[src/rtl/mss_pkg.sv]
// types and constants shared by the measurement session sequencer
`timescale 1ns / 1ps

package mss_pkg;

   localparam int unsigned PULSE_BITS   = 16;
   localparam int unsigned TIMEOUT_BITS = 20;
   localparam int unsigned VALUE_BITS   = 8;
   localparam int unsigned FAULT_BITS   = 16;
   localparam int unsigned CSR_IDX_BITS = 2;

   localparam logic [PULSE_BITS-1:0]   PULSE_TICKS_RESET    = 16'd600;
   localparam logic [TIMEOUT_BITS-1:0] MEASURE_TIMEOUT_RESET  = 20'd120000;
   localparam logic [TIMEOUT_BITS-1:0] SHUTDOWN_TIMEOUT_RESET = 20'd120000;
   localparam logic signed [FAULT_BITS-1:0] FAULT_SILENT = -16'sd1;

   typedef enum logic [2:0] {
      OP_TICK      = 3'd0,
      OP_START     = 3'd1,
      OP_RESET     = 3'd2,
      OP_STATUS    = 3'd3,
      OP_RESULT    = 3'd4,
      OP_DONE      = 3'd5,
      OP_ERROR     = 3'd6,
      OP_POWERDOWN = 3'd7
   } op_type;

   typedef enum logic [2:0] {
      REP_NONE     = 3'd0,
      REP_READY    = 3'd1,
      REP_RESULT   = 3'd2,
      REP_ERROR    = 3'd3,
      REP_NORESULT = 3'd4,
      REP_NOTREADY = 3'd5,
      REP_STATUS   = 3'd6
   } report_type;

   typedef enum logic [2:0] {
      PH_IDLE      = 3'd0,
      PH_TRIGGER   = 3'd1,
      PH_MEASURING = 3'd2,
      PH_SHUTDOWN  = 3'd3,
      PH_DONE      = 3'd4
   } phase_type;

   typedef enum logic [CSR_IDX_BITS-1:0] {
      CSR_PULSE_TICKS      = 2'd0,
      CSR_MEASURE_TIMEOUT  = 2'd1,
      CSR_SHUTDOWN_TIMEOUT = 2'd2
   } csr_index_type;

endpackage

[src/rtl/mss_if.sv]
// handshake interfaces for event, report and register write beats
`timescale 1ns / 1ps

interface mss_req_if;
   logic                                 valid;
   logic                                 ready;
   logic [2:0]                           operation;
   logic [mss_pkg::VALUE_BITS-1:0]       systolic_in;
   logic [mss_pkg::VALUE_BITS-1:0]       diastolic_in;
   logic [mss_pkg::VALUE_BITS-1:0]       pulse_rate_in;
   logic signed [mss_pkg::FAULT_BITS-1:0] fault_code_in;

   modport source (output valid, operation, systolic_in, diastolic_in, pulse_rate_in,
                   fault_code_in, input ready);
   modport sink (input valid, operation, systolic_in, diastolic_in, pulse_rate_in,
                 fault_code_in, output ready);
endinterface

interface mss_rsp_if;
   logic                                 valid;
   logic                                 ready;
   logic [2:0]                           report;
   logic [mss_pkg::VALUE_BITS-1:0]       systolic_out;
   logic [mss_pkg::VALUE_BITS-1:0]       diastolic_out;
   logic [mss_pkg::VALUE_BITS-1:0]       pulse_rate_out;
   logic signed [mss_pkg::FAULT_BITS-1:0] fault_code_out;
   logic [2:0]                           phase_out;
   logic                                 trigger_low;

   modport source (output valid, report, systolic_out, diastolic_out, pulse_rate_out,
                   fault_code_out, phase_out, trigger_low, input ready);
   modport sink (input valid, report, systolic_out, diastolic_out, pulse_rate_out,
                 fault_code_out, phase_out, trigger_low, output ready);
endinterface

interface mss_csr_if;
   logic                                 valid;
   logic                                 ready;
   logic [mss_pkg::CSR_IDX_BITS-1:0]     reg_index;
   logic [mss_pkg::TIMEOUT_BITS-1:0]     wr_data;

   modport source (output valid, reg_index, wr_data, input ready);
   modport sink (input valid, reg_index, wr_data, output ready);
endinterface

[src/rtl/measurement_session_sequencer.sv]
// measurement session sequencer top level
//
//  channel   dir  handshake            payload
//  req_bus   in   valid/ready          operation, result bytes, fault code
//  rsp_bus   out  valid/ready          report, result bytes, fault code, phase, trigger
//  csr_bus   in   valid/ready (=1)     reg_index, wr_data
//
// one event beat in, one report beat out in the next cycle; one beat per cycle unless
// stalled; the report register is the only stage, refilled while its beat is taken
// reset (synchronous) enters idle, releases trigger, loads register defaults
// a stalled report holds the event side; register writes are always taken
`timescale 1ns / 1ps

module measurement_session_sequencer #(
   parameter int unsigned TIMER_BITS = 20
) (
   input  logic     clock,
   input  logic     reset,
   mss_req_if.sink  req_bus,
   mss_rsp_if.source rsp_bus,
   mss_csr_if.sink  csr_bus
);

   localparam int unsigned CMP_BITS =
      (TIMER_BITS > mss_pkg::TIMEOUT_BITS) ? TIMER_BITS : mss_pkg::TIMEOUT_BITS;

   // configuration
   logic [mss_pkg::PULSE_BITS-1:0]   pulse_ticks_ff;
   logic [mss_pkg::TIMEOUT_BITS-1:0] measure_timeout_ff;
   logic [mss_pkg::TIMEOUT_BITS-1:0] shutdown_timeout_ff;

   // session state
   mss_pkg::phase_type               phase_ff, phase_in;
   logic [TIMER_BITS-1:0]            phase_elapsed_ff, phase_elapsed_in;
   logic                             pulse_active_ff, pulse_active_in;
   logic [mss_pkg::PULSE_BITS-1:0]   pulse_elapsed_ff, pulse_elapsed_in;
   logic                             result_held_ff, result_held_in;
   logic [mss_pkg::VALUE_BITS-1:0]   held_sys_ff, held_sys_in;
   logic [mss_pkg::VALUE_BITS-1:0]   held_dia_ff, held_dia_in;
   logic [mss_pkg::VALUE_BITS-1:0]   held_rate_ff, held_rate_in;

   // report register
   logic                             rsp_valid_ff;
   mss_pkg::report_type              report_ff, report_in;
   logic [mss_pkg::VALUE_BITS-1:0]   sys_out_ff, sys_out_in;
   logic [mss_pkg::VALUE_BITS-1:0]   dia_out_ff, dia_out_in;
   logic [mss_pkg::VALUE_BITS-1:0]   rate_out_ff, rate_out_in;
   logic signed [mss_pkg::FAULT_BITS-1:0] fault_out_ff, fault_out_in;

   logic                             req_take;
   mss_pkg::op_type                  op;

   assign csr_bus.ready = 1'b1;
   assign req_bus.ready = !rsp_valid_ff || rsp_bus.ready;
   assign req_take      = req_bus.valid && req_bus.ready;
   assign op            = mss_pkg::op_type'(req_bus.operation);

   always_ff @(posedge clock) begin
      if (reset) begin
         pulse_ticks_ff      <= mss_pkg::PULSE_TICKS_RESET;
         measure_timeout_ff  <= mss_pkg::MEASURE_TIMEOUT_RESET;
         shutdown_timeout_ff <= mss_pkg::SHUTDOWN_TIMEOUT_RESET;
      end else if (csr_bus.valid) begin
         unique case (mss_pkg::csr_index_type'(csr_bus.reg_index))
            mss_pkg::CSR_PULSE_TICKS:
               pulse_ticks_ff <= csr_bus.wr_data[mss_pkg::PULSE_BITS-1:0];
            mss_pkg::CSR_MEASURE_TIMEOUT:  measure_timeout_ff  <= csr_bus.wr_data;
            mss_pkg::CSR_SHUTDOWN_TIMEOUT: shutdown_timeout_ff <= csr_bus.wr_data;
            default: ;
         endcase
      end
   end

   always_comb begin
      phase_in         = phase_ff;
      phase_elapsed_in = phase_elapsed_ff;
      pulse_active_in  = pulse_active_ff;
      pulse_elapsed_in = pulse_elapsed_ff;
      result_held_in   = result_held_ff;
      held_sys_in      = held_sys_ff;
      held_dia_in      = held_dia_ff;
      held_rate_in     = held_rate_ff;
      report_in        = mss_pkg::REP_NONE;
      sys_out_in       = '0;
      dia_out_in       = '0;
      rate_out_in      = '0;
      fault_out_in     = '0;

      unique case (op)
         mss_pkg::OP_TICK: begin
            if (phase_elapsed_ff != '1) begin
               phase_elapsed_in = phase_elapsed_ff + 1'b1;
            end
            if (pulse_active_ff && pulse_elapsed_ff != '1) begin
               pulse_elapsed_in = pulse_elapsed_ff + 1'b1;
            end
            if (phase_ff == mss_pkg::PH_TRIGGER) begin
               if (!pulse_active_ff) begin
                  pulse_active_in  = 1'b1;
                  pulse_elapsed_in = '0;
               end
               if (pulse_elapsed_in >= pulse_ticks_ff) begin
                  pulse_active_in  = 1'b0;
                  phase_in         = mss_pkg::PH_MEASURING;
                  phase_elapsed_in = '0;
               end
            end
            // watchdogs
            if (phase_in == mss_pkg::PH_MEASURING &&
                CMP_BITS'(phase_elapsed_in) >= CMP_BITS'(measure_timeout_ff)) begin
               pulse_active_in  = 1'b0;
               report_in        = mss_pkg::REP_ERROR;
               fault_out_in     = mss_pkg::FAULT_SILENT;
               phase_in         = mss_pkg::PH_IDLE;
               phase_elapsed_in = '0;
            end else if (phase_in == mss_pkg::PH_SHUTDOWN &&
                  CMP_BITS'(phase_elapsed_in) >= CMP_BITS'(shutdown_timeout_ff)) begin
               report_in        = mss_pkg::REP_READY;
               result_held_in   = 1'b0;
               phase_in         = mss_pkg::PH_IDLE;
               phase_elapsed_in = '0;
            end
         end
         mss_pkg::OP_START: begin
            if (phase_ff == mss_pkg::PH_IDLE || phase_ff == mss_pkg::PH_DONE) begin
               result_held_in   = 1'b0;
               phase_elapsed_in = '0;
               if (!pulse_active_ff) begin
                  pulse_elapsed_in = '0;
               end
               if (pulse_elapsed_in >= pulse_ticks_ff) begin
                  pulse_active_in = 1'b0;
                  phase_in        = mss_pkg::PH_MEASURING;
               end else begin
                  pulse_active_in = 1'b1;
                  phase_in        = mss_pkg::PH_TRIGGER;
               end
            end else begin
               report_in = mss_pkg::REP_NOTREADY;
            end
         end
         mss_pkg::OP_RESET: begin
            pulse_active_in  = 1'b0;
            result_held_in   = 1'b0;
            phase_in         = mss_pkg::PH_IDLE;
            phase_elapsed_in = '0;
            report_in        = mss_pkg::REP_READY;
         end
         mss_pkg::OP_STATUS: begin
            report_in = mss_pkg::REP_STATUS;
         end
         mss_pkg::OP_RESULT: begin
            if (phase_ff == mss_pkg::PH_MEASURING && !result_held_ff) begin
               held_sys_in    = req_bus.systolic_in;
               held_dia_in    = req_bus.diastolic_in;
               held_rate_in   = req_bus.pulse_rate_in;
               result_held_in = 1'b1;
            end
         end
         mss_pkg::OP_DONE: begin
            if (phase_ff == mss_pkg::PH_MEASURING) begin
               if (result_held_ff) begin
                  report_in   = mss_pkg::REP_RESULT;
                  sys_out_in  = held_sys_ff;
                  dia_out_in  = held_dia_ff;
                  rate_out_in = held_rate_ff;
               end else begin
                  report_in = mss_pkg::REP_NORESULT;
               end
               phase_in         = mss_pkg::PH_SHUTDOWN;
               phase_elapsed_in = '0;
            end
         end
         mss_pkg::OP_ERROR: begin
            if (phase_ff == mss_pkg::PH_MEASURING && req_bus.fault_code_in != '0) begin
               report_in        = mss_pkg::REP_ERROR;
               fault_out_in     = req_bus.fault_code_in;
               phase_in         = mss_pkg::PH_SHUTDOWN;
               phase_elapsed_in = '0;
            end
         end
         mss_pkg::OP_POWERDOWN: begin
            if (phase_ff == mss_pkg::PH_SHUTDOWN) begin
               report_in        = mss_pkg::REP_READY;
               result_held_in   = 1'b0;
               phase_in         = mss_pkg::PH_DONE;
               phase_elapsed_in = '0;
            end
         end
         default: ;
      endcase
   end

   always_ff @(posedge clock) begin
      if (reset) begin
         phase_ff         <= mss_pkg::PH_IDLE;
         phase_elapsed_ff <= '0;
         pulse_active_ff  <= 1'b0;
         pulse_elapsed_ff <= '0;
         result_held_ff   <= 1'b0;
         rsp_valid_ff     <= 1'b0;
      end else begin
         if (req_take) begin
            phase_ff         <= phase_in;
            phase_elapsed_ff <= phase_elapsed_in;
            pulse_active_ff  <= pulse_active_in;
            pulse_elapsed_ff <= pulse_elapsed_in;
            result_held_ff   <= result_held_in;
            rsp_valid_ff     <= 1'b1;
         end else if (rsp_bus.ready) begin
            rsp_valid_ff     <= 1'b0;
         end
      end
   end

   // payload registers
   always_ff @(posedge clock) begin
      if (req_take) begin
         held_sys_ff  <= held_sys_in;
         held_dia_ff  <= held_dia_in;
         held_rate_ff <= held_rate_in;
         report_ff    <= report_in;
         sys_out_ff   <= sys_out_in;
         dia_out_ff   <= dia_out_in;
         rate_out_ff  <= rate_out_in;
         fault_out_ff <= fault_out_in;
      end
   end

   assign rsp_bus.valid          = rsp_valid_ff;
   assign rsp_bus.report         = report_ff;
   assign rsp_bus.systolic_out   = sys_out_ff;
   assign rsp_bus.diastolic_out  = dia_out_ff;
   assign rsp_bus.pulse_rate_out = rate_out_ff;
   assign rsp_bus.fault_code_out = fault_out_ff;
   assign rsp_bus.phase_out      = phase_ff;
   assign rsp_bus.trigger_low    = pulse_active_ff;

endmodule

[src/flat_wrapper.sv]
// flat-port wrapper written by rule: the top's interface ports become plain ports
module measurement_session_sequencer_flat 
#(
   parameter int unsigned TIMER_BITS = 20
)
  (clock, reset, req_bus_valid, req_bus_operation, req_bus_systolic_in, req_bus_diastolic_in, req_bus_pulse_rate_in, req_bus_fault_code_in, req_bus_ready, rsp_bus_valid, rsp_bus_report, rsp_bus_systolic_out, rsp_bus_diastolic_out, rsp_bus_pulse_rate_out, rsp_bus_fault_code_out, rsp_bus_phase_out, rsp_bus_trigger_low, rsp_bus_ready, csr_bus_valid, csr_bus_reg_index, csr_bus_wr_data, csr_bus_ready);
  mss_req_if req_bus_i ();
  mss_rsp_if rsp_bus_i ();
  mss_csr_if csr_bus_i ();
  input  logic clock;
  input  logic reset;
  input wire logic [$bits(req_bus_i.valid)-1:0] req_bus_valid;
  input wire logic [$bits(req_bus_i.operation)-1:0] req_bus_operation;
  input wire logic [$bits(req_bus_i.systolic_in)-1:0] req_bus_systolic_in;
  input wire logic [$bits(req_bus_i.diastolic_in)-1:0] req_bus_diastolic_in;
  input wire logic [$bits(req_bus_i.pulse_rate_in)-1:0] req_bus_pulse_rate_in;
  input wire logic [$bits(req_bus_i.fault_code_in)-1:0] req_bus_fault_code_in;
  output wire logic [$bits(req_bus_i.ready)-1:0] req_bus_ready;
  output wire logic [$bits(rsp_bus_i.valid)-1:0] rsp_bus_valid;
  output wire logic [$bits(rsp_bus_i.report)-1:0] rsp_bus_report;
  output wire logic [$bits(rsp_bus_i.systolic_out)-1:0] rsp_bus_systolic_out;
  output wire logic [$bits(rsp_bus_i.diastolic_out)-1:0] rsp_bus_diastolic_out;
  output wire logic [$bits(rsp_bus_i.pulse_rate_out)-1:0] rsp_bus_pulse_rate_out;
  output wire logic [$bits(rsp_bus_i.fault_code_out)-1:0] rsp_bus_fault_code_out;
  output wire logic [$bits(rsp_bus_i.phase_out)-1:0] rsp_bus_phase_out;
  output wire logic [$bits(rsp_bus_i.trigger_low)-1:0] rsp_bus_trigger_low;
  input wire logic [$bits(rsp_bus_i.ready)-1:0] rsp_bus_ready;
  input wire logic [$bits(csr_bus_i.valid)-1:0] csr_bus_valid;
  input wire logic [$bits(csr_bus_i.reg_index)-1:0] csr_bus_reg_index;
  input wire logic [$bits(csr_bus_i.wr_data)-1:0] csr_bus_wr_data;
  output wire logic [$bits(csr_bus_i.ready)-1:0] csr_bus_ready;
  assign req_bus_i.valid = req_bus_valid;
  assign req_bus_i.operation = req_bus_operation;
  assign req_bus_i.systolic_in = req_bus_systolic_in;
  assign req_bus_i.diastolic_in = req_bus_diastolic_in;
  assign req_bus_i.pulse_rate_in = req_bus_pulse_rate_in;
  assign req_bus_i.fault_code_in = req_bus_fault_code_in;
  assign req_bus_ready = req_bus_i.ready;
  assign rsp_bus_valid = rsp_bus_i.valid;
  assign rsp_bus_report = rsp_bus_i.report;
  assign rsp_bus_systolic_out = rsp_bus_i.systolic_out;
  assign rsp_bus_diastolic_out = rsp_bus_i.diastolic_out;
  assign rsp_bus_pulse_rate_out = rsp_bus_i.pulse_rate_out;
  assign rsp_bus_fault_code_out = rsp_bus_i.fault_code_out;
  assign rsp_bus_phase_out = rsp_bus_i.phase_out;
  assign rsp_bus_trigger_low = rsp_bus_i.trigger_low;
  assign rsp_bus_i.ready = rsp_bus_ready;
  assign csr_bus_i.valid = csr_bus_valid;
  assign csr_bus_i.reg_index = csr_bus_reg_index;
  assign csr_bus_i.wr_data = csr_bus_wr_data;
  assign csr_bus_ready = csr_bus_i.ready;
  measurement_session_sequencer #(.TIMER_BITS(TIMER_BITS)) u_core (.clock(clock), .reset(reset), .req_bus(req_bus_i), .rsp_bus(rsp_bus_i), .csr_bus(csr_bus_i));
endmodule
[config.mk]
export PLATFORM = sky130hd
export DESIGN_NAME = measurement_session_sequencer_flat
export DESIGN_NICKNAME = d
export VERILOG_FILES = /design/src/rtl/mss_pkg.sv /design/src/rtl/mss_if.sv /design/src/rtl/measurement_session_sequencer.sv /design/src/flat_wrapper.sv
export SDC_FILE = /design/constraint.sdc
export NUM_CORES = 1
export LEC_CHECK = 0
export BUFFER_PORTS_ARGS = -buffer_cell sky130_fd_sc_hd__buf_2
export CORE_MARGIN = 4
export CORE_UTILIZATION = 30
export CTS_BUF_LIST = sky130_fd_sc_hd__clkbuf_2 sky130_fd_sc_hd__clkbuf_4 sky130_fd_sc_hd__clkbuf_8
export CTS_CLUSTER_SIZE = 12
export DETAILED_ROUTE_END_ITERATION = 7
export PLACE_DENSITY = 0.54
export REMOVE_ABC_BUFFERS = 1
export SETUP_SLACK_MARGIN = 0.05
export SKIP_CTS_REPAIR_TIMING = 1
export SLEW_MARGIN = 20
export SYNTH_ARGS = -nofsm -noshare
export SYNTH_HDL_FRONTEND = slang
export SYNTH_SLANG_ARGS = --single-unit
[constraint.sdc]
create_clock -name clock -period 11.3 [get_ports clock]
set_input_delay 1.13 -clock clock [delete_from_list [all_inputs] [get_ports clock]]
set_output_delay 1.13 -clock clock [all_outputs]
set_load 0.005 [all_outputs]
==> impl_metrics.tcl <==
set metrics [dict create \
    post_synth_mux_area_share 0.00237 \
    hold_crit_path_type "flop to flop" \
    aggregate_global_route_resource_usage 0.146 \
    num_rows 63 \
    grt_pass1_vias 7052 \
    drv_cap 0 \
    mostFrequentLayoutCells "175 x sky130_fd_sc_hd__nand2_1, 118 x sky130_fd_sc_hd__buf_2, 98 x sky130_fd_sc_hd__dfxtp_1" \
    floorplan.initialDensity 0.303 \
    drt-wirelength-per-cell_um 15.8 \
    leakage_nw 4.28 \
    dpl.cell_count 1488 \
    global_route_wire_length_before_repair_mm 38.8 \
    report.final.setup_viol 0 \
    multi_input_area_sq_um 4540 \
    synth_xor_xnor_area_share 0.0283 \
    synth_top_family_by_area "simple AND/OR/NAND/NOR gates" \
    vdd.ir_drop.worst_uv 65.2 \
    yosys.area_share.simple 0.218 \
    post_drt_via_cell_ratio 4.95 \
    cts_inserted_buffers 17 \
    fillCellCount 3159 \
    synth_cells 1016 \
    cts-root-to-sink-buffers 2 \
    largest_net_degree_at_the_start_of_global_routing 52 \
    yosys_register_bits 165 \
    outcome "finished clean" \
    antenna_violating_nets_post_route 0 \
    num_io_pins 120 \
    grt_setup_unrepaired "false" \
    clkSlewWorstSetupHoldPaths_ns 0.10 \
    antenna_found_initial 0 \
    portBuffers 118 \
    length_of_the_first_detailed_routing_pass_in_iterations 5 \
    synth-compound-area-share 0.153 \
    worst_pin_slew_ns 1.02 \
    root_buf_cell "sky130_fd_sc_hd__clkbuf_8" \
    wirelength_mm 24.1 \
    synth_area_sq_um 8960 \
    instances_no_fill 1522 \
    die_height_um 181 \
    route.vias.total 7532 \
    ys.flop_type "sky130_fd_sc_hd__dfxtp_1" \
    ff_latch_area_sq_um 3970 \
    synth_enable_flop_cells 67 \
    fin_nets 1262 \
    dp_hpwl_mm 17.7 \
    cp_max_fo 22 \
    clock_sinks 165 \
    synth_warnings 0 \
    power.density_cell_area_nw_per_um2 115 \
    worst_slew_margin_rel 0.318 \
    syn_avg_cell_area_sq_um 8.82 \
    setup_total_negative_slack_ns 0 \
    dieWidth_um 181 \
    min_period_ns 6.87 \
    worst-endpoint-arrival_ns 7.18 \
    final_critical_path_setup_slack_ns 4.43 \
    hold_violations 0 \
    layout-drive-gt1-share 0.154 \
    min_delay_path_depth 2 \
    worst_setup_path_type "flop to flop" \
    area.growth.synth_to_final_pct 15.8 \
    grt_remaining_overflow 0 \
    fmax_ghz 0.146 \
    yosysSeqAreaShare 0.443 \
    crit_path_start_kind "flop" \
    async_set_reset_flop_share_out_of_synthesis 0 \
    utilization 0.351 \
    layout.cells.most_common "sky130_fd_sc_hd__nand2_1" \
    required_ns 11.62 \
    die-area_sq_um 32700 \
    setup.worst_path.end_class "flop" \
    timing.clock.skew_ns 0.0184 \
    htree_levels 4 \
    core-area_sq_um 29600 \
    clk-insertion-delay-late_ns 0.48 \
    drt-initial-drc-count 516 \
    synth_adder_area_share 0.103 \
    fin_crit_sh 0.608 \
    tritoncts "done" \
    drc 0 \
    place_ws_ns 4.35 \
    post_synth_num_cell_types 64 \
    gp_routability_congestion 0.940 \
    max_slew_violations 0 \
    worstRegToRegCells 20 \
]
[final cells by class]
cell class	instances	area share
Multi-Input combinational cell	734	0.438
Sequential cell	165	0.383
Timing Repair Buffer	128	0.0652
Tap cell	390	0.0470
Inverter	72	0.0260
Clock buffer	17	0.0225
Clock inverter	15	0.0186
Antenna cell	1	0.000241
[registers in the layout, indices dropped and copies added (netlist names), 16 cells and up]
signal                         cells
u_core.measure_timeout_ff         20
u_core.phase_elapsed_ff           20
u_core.pulse_elapsed_ff           16
u_core.pulse_ticks_ff             16
u_core.rsp_bus.fault_code_out     16
u_core.shutdown_timeout_ff        20
[stage by stage]
stage,area (sq um),hold slack (ns),power (mW)
6_report,10400,0.459,1.20
3_3_place_gp,9930,0.443,0.753
3_5_place_dp,9940,0.447,0.753
4_1_cts,10400,0.464,1.21
2_1_floorplan,8780,0.430,0.702
5_1_grt,10400,0.484,1.25
[where the power goes]
part           leakage, nW  internal [mW]  switching (mW)  total, mW
combinational         2.63         0.0354          0.0617     0.0972
sequential            1.45          0.634         0.00832      0.642
clock                0.209          0.174           0.283      0.458
total                 4.28          0.844           0.353       1.20
[worst max-delay path: stages (launching register included)]
cell	delay, ns
sky130_fd_sc_hd__dfxtp_1	0.84
sky130_fd_sc_hd__clkinv_1	0.68
sky130_fd_sc_hd__nor4b_1	0.73
sky130_fd_sc_hd__xnor2_1	0.19
sky130_fd_sc_hd__nor2_1	0.06
sky130_fd_sc_hd__ha_1	0.34
sky130_fd_sc_hd__a21oi_2	0.14
sky130_fd_sc_hd__o21ai_1	0.11
sky130_fd_sc_hd__a2111oi_4	0.37
sky130_fd_sc_hd__o21ai_0	0.18
sky130_fd_sc_hd__nor2b_1	0.16
sky130_fd_sc_hd__buf_4	0.21
sky130_fd_sc_hd__nor3_1	0.38
sky130_fd_sc_hd__ha_1	0.20
sky130_fd_sc_hd__nand4_1	0.14
sky130_fd_sc_hd__nor4_1	0.52
sky130_fd_sc_hd__o21ai_0	0.21
sky130_fd_sc_hd__o21ai_0	0.24
sky130_fd_sc_hd__o31a_1	0.36
sky130_fd_sc_hd__nand2_1	0.44
sky130_fd_sc_hd__nand2_1	0.18
[metal layers]
metal,track usage,vias to the layer above,wire length [um]
met4,0.0290,0,198
met2,0.209,235,9860
li1,-,3773,-
met5,0,-,0
met3,0.0370,17,1710
met1,0.221,3507,12300
[Yosys cell counts (2+ instances only)]
master / n / share of area
sky130_fd_sc_hd__nor2_1: 74 / 0.031
sky130_fd_sc_hd__and3_1: 7 / 0.0049
sky130_fd_sc_hd__a22o_1: 20 / 0.020
sky130_fd_sc_hd__nor2b_1: 7 / 0.0049
sky130_fd_sc_hd__nor3_1: 18 / 0.010
sky130_fd_sc_hd__buf_4: 3 / 0.0025
sky130_fd_sc_hd__xor2_1: 11 / 0.011
sky130_fd_sc_hd__buf_1: 3 / 0.0013
sky130_fd_sc_hd__or2_2: 3 / 0.0021
sky130_fd_sc_hd__inv_1: 71 / 0.030
sky130_fd_sc_hd__or3b_2: 2 / 0.0020
sky130_fd_sc_hd__a211oi_1: 7 / 0.0059
sky130_fd_sc_hd__nor4_4: 2 / 0.0047
sky130_fd_sc_hd__nand3_1: 24 / 0.013
sky130_fd_sc_hd__a21oi_1: 76 / 0.042
sky130_fd_sc_hd__o21ai_0: 54 / 0.030
sky130_fd_sc_hd__nand3b_1: 4 / 0.0034
sky130_fd_sc_hd__nand4_1: 21 / 0.015
sky130_fd_sc_hd__or3_1: 3 / 0.0021
sky130_fd_sc_hd__and2_1: 40 / 0.028
sky130_fd_sc_hd__ha_1: 74 / 0.10
sky130_fd_sc_hd__dfxtp_1: 98 / 0.22
sky130_fd_sc_hd__nand2_1: 175 / 0.073
sky130_fd_sc_hd__nor3b_1: 6 / 0.0050
sky130_fd_sc_hd__o211ai_1: 20 / 0.017
sky130_fd_sc_hd__a211o_1: 3 / 0.0029
sky130_fd_sc_hd__xnor2_1: 18 / 0.018
sky130_fd_sc_hd__buf_2: 5 / 0.0028
sky130_fd_sc_hd__nor4b_1: 2 / 0.0020
sky130_fd_sc_hd__a31oi_1: 8 / 0.0056
sky130_fd_sc_hd__o31ai_1: 5 / 0.0042
sky130_fd_sc_hd__a21o_1: 4 / 0.0034
sky130_fd_sc_hd__a22oi_1: 3 / 0.0025
sky130_fd_sc_hd__nor4_1: 9 / 0.0063
sky130_fd_sc_hd__and3b_1: 2 / 0.0020
sky130_fd_sc_hd__edfxtp_1: 67 / 0.22
sky130_fd_sc_hd__nand2b_1: 7 / 0.0049
sky130_fd_sc_hd__clkbuf_1: 34 / 0.014
[cells by family (layout without fill, tap and decap cells)]
logic type,count (synthesis),in the layout
xor+xnor,29,29
other cells,1,2
mux,2,2
buf+inv,117,232
compound gates,218,218
fa+ha+maj,74,74
flops,165,165
simple gates,410,410
[worst paths after layout]
kind	startpoint	endpoint	slack [ns]
worst max-delay path	u_core.rsp_bus.trigger_low	u_core.rsp_bus.fault_code_out[7]	4.43
worst min-delay path	u_core.pulse_ticks_ff[2]	u_core.pulse_ticks_ff[2]	0.46
worst max register to register	u_core.rsp_bus.trigger_low	u_core.rsp_bus.fault_code_out[7]	4.43
worst min register to register	u_core.pulse_ticks_ff[2]	u_core.pulse_ticks_ff[2]	0.46
Note: power is estimated with default switching activity, not from simulation.
